### src/design/tqps_pkg.sv
// ----------------------------------------------------------------------------
// tqps_pkg: shared types and codes for the two queue priority server
// Holds the request and result codes, the controller state type and the
// control and status bundles that pass between the controller and the rings.
// ----------------------------------------------------------------------------
package tqps_pkg;

   localparam int CMD_W       = 2;
   localparam int STATUS_W    = 2;
   localparam int DATA_W      = 32;
   localparam int RUN_W       = 3;
   localparam logic [RUN_W-1:0] BURST_RESET = 3'd3;

   typedef enum logic [CMD_W-1:0] {
      CMD_PUSH_NORMAL    = 2'd0,
      CMD_PUSH_PREFERRED = 2'd1,
      CMD_SERVE          = 2'd2
   } cmd_type;

   typedef enum logic [STATUS_W-1:0] {
      STATUS_OK    = 2'd0,
      STATUS_EMPTY = 2'd1,
      STATUS_FULL  = 2'd2
   } status_type;

   typedef enum logic {
      ST_IDLE = 1'b0,
      ST_DONE = 1'b1
   } state_type;

   typedef struct packed {
      logic push;
      logic pop;
   } ring_ctl_type;

   typedef struct packed {
      logic empty;
      logic full;
   } ring_stat_type;

endpackage

### src/design/tqps_ring.sv
// ----------------------------------------------------------------------------
// tqps_ring: one FIFO ring on a synchronous memory
// Push writes at the tail slot, pop reads the head slot into a data register
// that holds until the next pop. Head and fill count live in flops.
// ----------------------------------------------------------------------------
module tqps_ring #(
   parameter int QUEUE_DEPTH = 16
) (
   input  logic                            clock,
   input  logic                            reset,
   input  tqps_pkg::ring_ctl_type          ctl,
   input  logic [tqps_pkg::DATA_W-1:0]     push_data,
   output tqps_pkg::ring_stat_type         stat,
   output logic [tqps_pkg::DATA_W-1:0]     pop_data
);

   localparam int IW = (QUEUE_DEPTH > 1) ? $clog2(QUEUE_DEPTH) : 1;
   localparam int CW = $clog2(QUEUE_DEPTH + 1);
   localparam int SW = CW + 1;
   localparam logic [SW-1:0] DEPTH_S = SW'(QUEUE_DEPTH);
   localparam logic [CW-1:0] DEPTH_C = CW'(QUEUE_DEPTH);
   localparam logic [IW-1:0] LAST_I  = IW'(QUEUE_DEPTH - 1);

   logic [tqps_pkg::DATA_W-1:0] mem [QUEUE_DEPTH];
   logic [tqps_pkg::DATA_W-1:0] rd_data_ff;
   logic [IW-1:0] head_ff, head_in;
   logic [CW-1:0] count_ff, count_in;
   logic [SW-1:0] tail_sum;
   logic [SW-1:0] tail_wrap;
   logic [IW-1:0] tail;

   // The tail is head plus count, which stays below twice the depth.
   always_comb begin
      tail_sum  = SW'(head_ff) + SW'(count_ff);
      tail_wrap = (tail_sum >= DEPTH_S) ? (tail_sum - DEPTH_S) : tail_sum;
      tail      = tail_wrap[IW-1:0];
   end

   always_comb begin
      head_in  = head_ff;
      count_in = count_ff;
      if (ctl.pop) begin
         head_in  = (head_ff == LAST_I) ? '0 : head_ff + 1'b1;
         count_in = count_ff - 1'b1;
      end else if (ctl.push) begin
         count_in = count_ff + 1'b1;
      end
   end

   always_ff @(posedge clock) begin
      if (reset) begin
         head_ff  <= '0;
         count_ff <= '0;
      end else begin
         head_ff  <= head_in;
         count_ff <= count_in;
      end
   end

   always_ff @(posedge clock) begin
      if (ctl.push) begin
         mem[tail] <= push_data;
      end
      if (ctl.pop) begin
         rd_data_ff <= mem[head_ff];
      end
   end

   assign stat.empty = (count_ff == '0);
   assign stat.full  = (count_ff == DEPTH_C);
   assign pop_data   = rd_data_ff;

endmodule

### src/design/two_queue_priority_server.sv
// ----------------------------------------------------------------------------
// two_queue_priority_server: two FIFO queues with a burst-limited priority
// A normal and a preferred ring feed one server, with a programmable limit on
// preferred serves in a row while normal entries wait.
// ----------------------------------------------------------------------------
// Each request goes through IDLE and DONE: in IDLE the controller accepts it,
// picks the queue and starts the ring memory access; in DONE the read data,
// held in the ring's data register, is loaded into the output register once
// the output is free. A new request is taken in the cycle after the result
// register is loaded, so the block does not take a new request while the
// last one is in flight; a stalled result holds the controller only when a
// second result is ready behind it. Enqueues into a full queue are dropped
// and flagged. burst_limit is written through csr_wr_en and resets to three.
module two_queue_priority_server #(
   parameter int QUEUE_DEPTH = 16
) (
   input  logic                                 clock,
   input  logic                                 reset,
   input  logic                                 req_valid,
   output logic                                 req_stall,
   input  logic [tqps_pkg::CMD_W-1:0]           req_command,
   input  logic signed [tqps_pkg::DATA_W-1:0]   req_value,
   output logic                                 rsp_valid,
   input  logic                                 rsp_stall,
   output logic [tqps_pkg::STATUS_W-1:0]        rsp_status,
   output logic                                 rsp_served,
   output logic                                 rsp_from_preferred,
   output logic signed [tqps_pkg::DATA_W-1:0]   rsp_served_value,
   input  logic                                 csr_wr_en,
   input  logic [tqps_pkg::RUN_W-1:0]           csr_wr_data
);

   tqps_pkg::state_type  state_ff, state_in;
   tqps_pkg::ring_ctl_type  norm_ctl, pref_ctl;
   tqps_pkg::ring_stat_type norm_stat, pref_stat;
   logic [tqps_pkg::DATA_W-1:0] norm_data, pref_data;

   logic [tqps_pkg::RUN_W-1:0] burst_ff, run_ff, run_in;
   logic                       accept;
   logic                       out_free;
   logic                       load_rsp;

   // Result fields decided at accept, held until the read data returns.
   tqps_pkg::status_type pend_status_ff, pend_status_in;
   logic                 pend_served_ff, pend_served_in;
   logic                 pend_pref_ff, pend_pref_in;

   logic                              rsp_valid_ff;
   tqps_pkg::status_type              rsp_status_ff;
   logic                              rsp_served_ff;
   logic                              rsp_pref_ff;
   logic [tqps_pkg::DATA_W-1:0]       rsp_value_ff;
   logic [tqps_pkg::DATA_W-1:0]       value_sel;

   tqps_ring #(.QUEUE_DEPTH(QUEUE_DEPTH)) u_norm_ring (
      .clock     (clock),
      .reset     (reset),
      .ctl       (norm_ctl),
      .push_data (req_value),
      .stat      (norm_stat),
      .pop_data  (norm_data)
   );

   tqps_ring #(.QUEUE_DEPTH(QUEUE_DEPTH)) u_pref_ring (
      .clock     (clock),
      .reset     (reset),
      .ctl       (pref_ctl),
      .push_data (req_value),
      .stat      (pref_stat),
      .pop_data  (pref_data)
   );

   // Next state.
   always_comb begin
      state_in = state_ff;
      case (state_ff)
         tqps_pkg::ST_IDLE: begin
            if (req_valid) begin
               state_in = tqps_pkg::ST_DONE;
            end
         end
         tqps_pkg::ST_DONE: begin
            if (out_free) begin
               state_in = tqps_pkg::ST_IDLE;
            end
         end
         default: begin
            state_in = tqps_pkg::ST_IDLE;
         end
      endcase
   end

   // Controller outputs.
   always_comb begin
      out_free  = !rsp_valid_ff || !rsp_stall;
      req_stall = 1'b1;
      load_rsp  = 1'b0;
      case (state_ff)
         tqps_pkg::ST_IDLE: begin
            req_stall = 1'b0;
         end
         tqps_pkg::ST_DONE: begin
            load_rsp = out_free;
         end
         default: begin
            req_stall = 1'b1;
         end
      endcase
      accept = req_valid && !req_stall;
   end

   // Queue selection and burst accounting for the accepted request.
   always_comb begin
      norm_ctl       = '0;
      pref_ctl       = '0;
      run_in         = run_ff;
      pend_status_in = pend_status_ff;
      pend_served_in = pend_served_ff;
      pend_pref_in   = pend_pref_ff;
      if (accept) begin
         pend_status_in = tqps_pkg::STATUS_OK;
         pend_served_in = 1'b0;
         pend_pref_in   = 1'b0;
         case (req_command)
            tqps_pkg::CMD_PUSH_NORMAL: begin
               if (norm_stat.full) begin
                  pend_status_in = tqps_pkg::STATUS_FULL;
               end else begin
                  norm_ctl.push = 1'b1;
               end
            end
            tqps_pkg::CMD_PUSH_PREFERRED: begin
               if (pref_stat.full) begin
                  pend_status_in = tqps_pkg::STATUS_FULL;
               end else begin
                  pref_ctl.push = 1'b1;
               end
            end
            tqps_pkg::CMD_SERVE: begin
               // Preferred wins below the limit, or when nothing normal waits.
               if (!pref_stat.empty && (run_ff < burst_ff || norm_stat.empty)) begin
                  pref_ctl.pop   = 1'b1;
                  pend_served_in = 1'b1;
                  pend_pref_in   = 1'b1;
                  if (!norm_stat.empty) begin
                     run_in = run_ff + 1'b1;
                  end
               end else if (!norm_stat.empty) begin
                  norm_ctl.pop   = 1'b1;
                  pend_served_in = 1'b1;
                  run_in         = '0;
               end else begin
                  pend_status_in = tqps_pkg::STATUS_EMPTY;
               end
            end
            default: begin
               pend_status_in = tqps_pkg::STATUS_OK;
            end
         endcase
      end
   end

   always_comb begin
      value_sel = '0;
      if (pend_served_ff) begin
         value_sel = pend_pref_ff ? pref_data : norm_data;
      end
   end

   always_ff @(posedge clock) begin
      if (reset) begin
         state_ff     <= tqps_pkg::ST_IDLE;
         burst_ff     <= tqps_pkg::BURST_RESET;
         run_ff       <= '0;
         rsp_valid_ff <= 1'b0;
      end else begin
         state_ff <= state_in;
         run_ff   <= run_in;
         if (csr_wr_en) begin
            burst_ff <= csr_wr_data;
         end
         if (load_rsp) begin
            rsp_valid_ff <= 1'b1;
         end else if (!rsp_stall) begin
            rsp_valid_ff <= 1'b0;
         end
      end
   end

   always_ff @(posedge clock) begin
      pend_status_ff <= pend_status_in;
      pend_served_ff <= pend_served_in;
      pend_pref_ff   <= pend_pref_in;
      if (load_rsp) begin
         rsp_status_ff <= pend_status_ff;
         rsp_served_ff <= pend_served_ff;
         rsp_pref_ff   <= pend_pref_ff;
         rsp_value_ff  <= value_sel;
      end
   end

   assign rsp_valid          = rsp_valid_ff;
   assign rsp_status         = rsp_status_ff;
   assign rsp_served         = rsp_served_ff;
   assign rsp_from_preferred = rsp_pref_ff;
   assign rsp_served_value   = rsp_value_ff;

   a_no_pop_empty: assert property (@(posedge clock) disable iff (reset)
      !((norm_ctl.pop && norm_stat.empty) || (pref_ctl.pop && pref_stat.empty)))
      else $error("pop issued to an empty ring");

   a_accept_to_done: assert property (@(posedge clock) disable iff (reset)
      accept |=> (state_ff == tqps_pkg::ST_DONE))
      else $error("accepted request did not move the controller to DONE");

   a_served_is_ok: assert property (@(posedge clock) disable iff (reset)
      (rsp_valid_ff && rsp_served_ff) |-> (rsp_status_ff == tqps_pkg::STATUS_OK))
      else $error("served result carries a failing status");

   a_run_moves_on_serve: assert property (@(posedge clock) disable iff (reset)
      !$stable(run_ff) |-> ($past(reset) || $past(norm_ctl.pop || pref_ctl.pop)))
      else $error("run counter changed without a serve");

endmodule
### config.mk
export PLATFORM = sky130hd
export DESIGN_NAME = two_queue_priority_server
export DESIGN_NICKNAME = d
export VERILOG_FILES = /design/src/design/tqps_pkg.sv /design/src/design/tqps_ring.sv /design/src/design/two_queue_priority_server.sv
export SDC_FILE = /design/constraint.sdc
export NUM_CORES = 1
export LEC_CHECK = 0
export ABC_CLOCK_PERIOD_IN_PS = 7500
export BUFFER_PORTS_ARGS = -buffer_cell sky130_fd_sc_hd__buf_2
export CAP_MARGIN = 20
export CORE_MARGIN = 4
export CORE_UTILIZATION = 62
export DETAILED_ROUTE_END_ITERATION = 10
export PLACE_DENSITY_LB_ADDON = 0.05
export SYNTH_ARGS = -nofsm -noshare
export SYNTH_HDL_FRONTEND = slang
export SYNTH_SLANG_ARGS = --single-unit
### constraint.sdc
create_clock -name clock -period 7.5 [get_ports clock]
set_clock_uncertainty 0.15 [all_clocks]
set_input_delay 0 -clock clock [delete_from_list [all_inputs] [get_ports clock]]
set_output_delay 0 -clock clock [all_outputs]
set_load 0.005 [all_outputs]
==> results.txt <==
- Each instance of the synthesized netlist takes up on average 21.2 µm².
* Share of the cycle needed by the critical path after routing: 54.8%
- The H-tree was split into 3 levels.
- The worst setup path is of the reg -> reg kind.
- CTS tree: done
- Largest buffer count on any clock path: 3
* Prevailing post-synth register cell: sky130_fd_sc_hd__edfxtp_1
- Class of the tightest hold or removal check: in -> reg
* Count of unresolved DRC violations after routing: 0
- For this configuration, the core starts out at a cell density of 62.4%.
- Across the VDD grid, the largest voltage drop is approximately 0.19 mV.
- Cell count after synthesis: between 2,000 and 2,500
- Via count: 21,769
- After synthesis the cells add up to 44,500 µm².
- Count of flip-flops with a built-in enable after synthesis: 1,128
- Minimum setup slack in the final design: about 3.4 ns
- After detailed routing, the average wire length per cell comes to 31.0 µm.
- Horizontal extent of the die: around 280 µm
- Post-synthesis to final-layout area growth: 13.3%
- Detailed route wirelength on metal2: 50,200 µm
- At the end of routability-driven placement, the weighted congestion stood at ~0.79.
- Vias/cell: 6.54
- During placement, the flow inserted port buffers numbering roughly 80.
- Dividing total power by cell area gives a power density of 257 nW/µm².
- Post-layout min period: 4.11 ns
* WL final: just over 100,000 µm
- Post-CTS resize count: 0
* First-pass GRT wire length: 152,000 µm
* Number of top-level design ports: 80
- Synthesis inferred approximately 1,200 register bits.
- The library cell used most frequently in the layout, excluding fill and tap cells, is sky130_fd_sc_hd__edfxtp_1.
- The run finished with clean final reports.
- Unique masters post-synth: 54
* Post-layout net count: 2,350
- Counting every net in the synthesized netlist gives about 2,200.
- The region available for standard cell placement spans 71,400 µm².
- Entering global routing, the biggest net connects 109 pins.
- After clock tree synthesis, the setup repair step added 0 buffers.
* Clock root buffer master: sky130_fd_sc_hd__clkbuf_16
- Insertion delay of the later-clocked pin in the worst-skew pair: 0.66 ns
- In this run the remaining antenna-violating nets after routing total 0.
* Remaining global-route overflow: 0
- The worst pin sits at a relative slew slack of between 20% and 30%.
* DRC violation total after the first TritonRoute iteration: 2,621
* Critical path capture point type: flip-flop
- Detailed route wirelength on metal3: 9340 µm
- Setup violations remaining at the end of the flow were counted as 0.
* Number of placement rows: approximately 100
* Crit path required time: 7.66 ns
* Fin Setup TNS: 0 ns
* Arrival time at the worst endpoint: 4.27 ns
* Die height: 276 µm
* CTS sink count: around 1,200
* Antenna violations before repair: 1
- Diodes inserted: 0
* Element type at the critical path start: flip-flop
* DR top layer: met4
- CTS clk-pin slew, worst paths: 0.06 ns
- Transition time of the tightest slew-check pin: 1.09 ns
* Share of flip-flops with an asynchronous set or reset after synthesis: 0%
- Worst setup slack after placement: 3.35 ns
* Lkg Pwr: approximately 16 nW
- Top achievable clock speed: 243 MHz
- Count of hold buffers inserted by post-cts repair: 52
- Setup repair after global routing left no endpoint under its margin.
- Of all nets on the critical path, the largest fanout is 59.
* Clock buffers created by TritonCTS: about 110
- Share of synthesized area occupied by flip-flops and latches: between 70 and 80%
- Share of cells above drive strength 1: 25.3%
* Total Die Area: 76,200 µm²
- The first detailed-routing pass ran for 6 iterations.
* Metal-1 WL: 40,600 µm
- For this run, the number of Yosys warnings is 0.
- Reported max-cap violation count: 0
- Most frequent cells in the layout: sky130_fd_sc_hd__edfxtp_1, sky130_fd_sc_hd__mux4_2, sky130_fd_sc_hd__clkbuf_16
- For this run, the total global-route usage over all layers was measured as 27.3%.
* Number of max-slew violations in the final report: 0
* Vias in the first global route: ~22,000
- HPWL after detailed placement: approximately 56,000 µm
- Final hold vios: 0
-- synthesized netlist by cell type (all sizes together) (10+ instances only) --
cell type     n  area (µm²)
o21ai        13        87.6
and3         33         206
nor2         38         150
mux2i        98         981
dfxtp        26         521
mux4        256        5770
nor2b        66         413
buf          49         263
edfxtp     1128       33900
inv          15        61.3
a211oi       33         248
clkbuf       58         218
nor4         11        83.8
xnor2        11        96.3
nand3        10        50.1
a21oi        89         445
ha           17         213
nand2        91         342
-- path summary, 6_finish.rpt --
| kind | slack (ns) | depth (start not counted) | startpoint | end |
|---|---|---|---|---|
| worst min-delay path | 0.03 | 3 | csr_wr_en | burst_ff[1] |
| worst min register to register | 0.31 | 0 | pend_status_ff[0] | rsp_status[0] |
| worst max register to register | 3.39 | 6 | u_pref_ring.head_ff[1] | u_pref_ring.mem[8][23] |
| worst max-delay path | 3.39 | 6 | u_pref_ring.head_ff[1] | u_pref_ring.mem[8][23] |
-- cell type report --
type,count,area (µm²)
clock buffers,132,2920
well taps,950,1190
repair buffers,183,1380
fillers,4393,20900
multi-input cells,821,9840
inverters,15,61.3
clock inverters,73,642
flip-flops and latches,1154,34400
-- logic make-up (layout without fill, tap and decap cells) --
family,Yosys count,after routing,share of synthesized area (%)
flops,1154,1154,77.2
mux,354,354,15.1
simple gates,272,272,3.17
compound gates,157,157,2.24
buf+inv,122,403,1.22
fa+ha+maj,21,21,0.657
xor+xnor,17,17,0.334
-- worst max-delay path, cell delays in order (launching register included) --
cell and delay (ns):
sky130_fd_sc_hd__dfxtp_4 0.93, sky130_fd_sc_hd__inv_1 0.09, sky130_fd_sc_hd__buf_4 0.31, sky130_fd_sc_hd__fa_1 0.78
sky130_fd_sc_hd__nand2_1 0.32, sky130_fd_sc_hd__nor2_4 0.58, sky130_fd_sc_hd__buf_4 0.49
-- where the power goes --
| part | switching (mW) | internal [mW] | leakage [nW] | total, mW |
|---|---|---|---|---|
| sequential | 0.0208 | 7.12 | 10.4 | 7.14 |
| combinational | 0.228 | 0.129 | 3.54 | 0.357 |
| clock | 2.33 | 3.14 | 1.74 | 5.47 |
| total | 2.58 | 10.4 | 15.7 | 13.0 |
-- routing by layer --
metal  GRT usage (%)  up-vias
met2            43.4     1037
li1                -     9030
met4            8.18        0
met5               0        -
met1            39.3    11533
met3            6.02      169
-- registers in the layout, summed over array words and instances (netlist names), 2 cells and up --
signal / cells
u_norm_ring.pop_data: 32
run_ff: 3
u_pref_ring.head_ff: 4
u_pref_ring.pop_data: 32
rsp_status: 2
pend_status_ff: 2
rsp_served_value: 32
burst_ff: 3
u_pref_ring.count_ff: 5
u_pref_ring.mem: 512
u_norm_ring.head_ff: 4
u_norm_ring.mem: 512
u_norm_ring.count_ff: 5
-- per-stage QoR --
stage	instance area, µm²	utilization [%]	hold WS (ns)	power (mW)	instances
2_1_floorplan	44500	-	-0.0805	7.43	2097
3_3_place_gp	46300	64.9	0.0749	7.60	3068
3_5_place_dp	46300	64.9	0.0966	7.61	3068
4_1_cts	50400	70.6	0.00593	13.1	3325
5_1_grt	50400	70.7	0.0487	13.4	3328
6_report	50400	70.7	0.0346	13.0	3328
No activity file was read; power rests on OpenSTA's default activity.
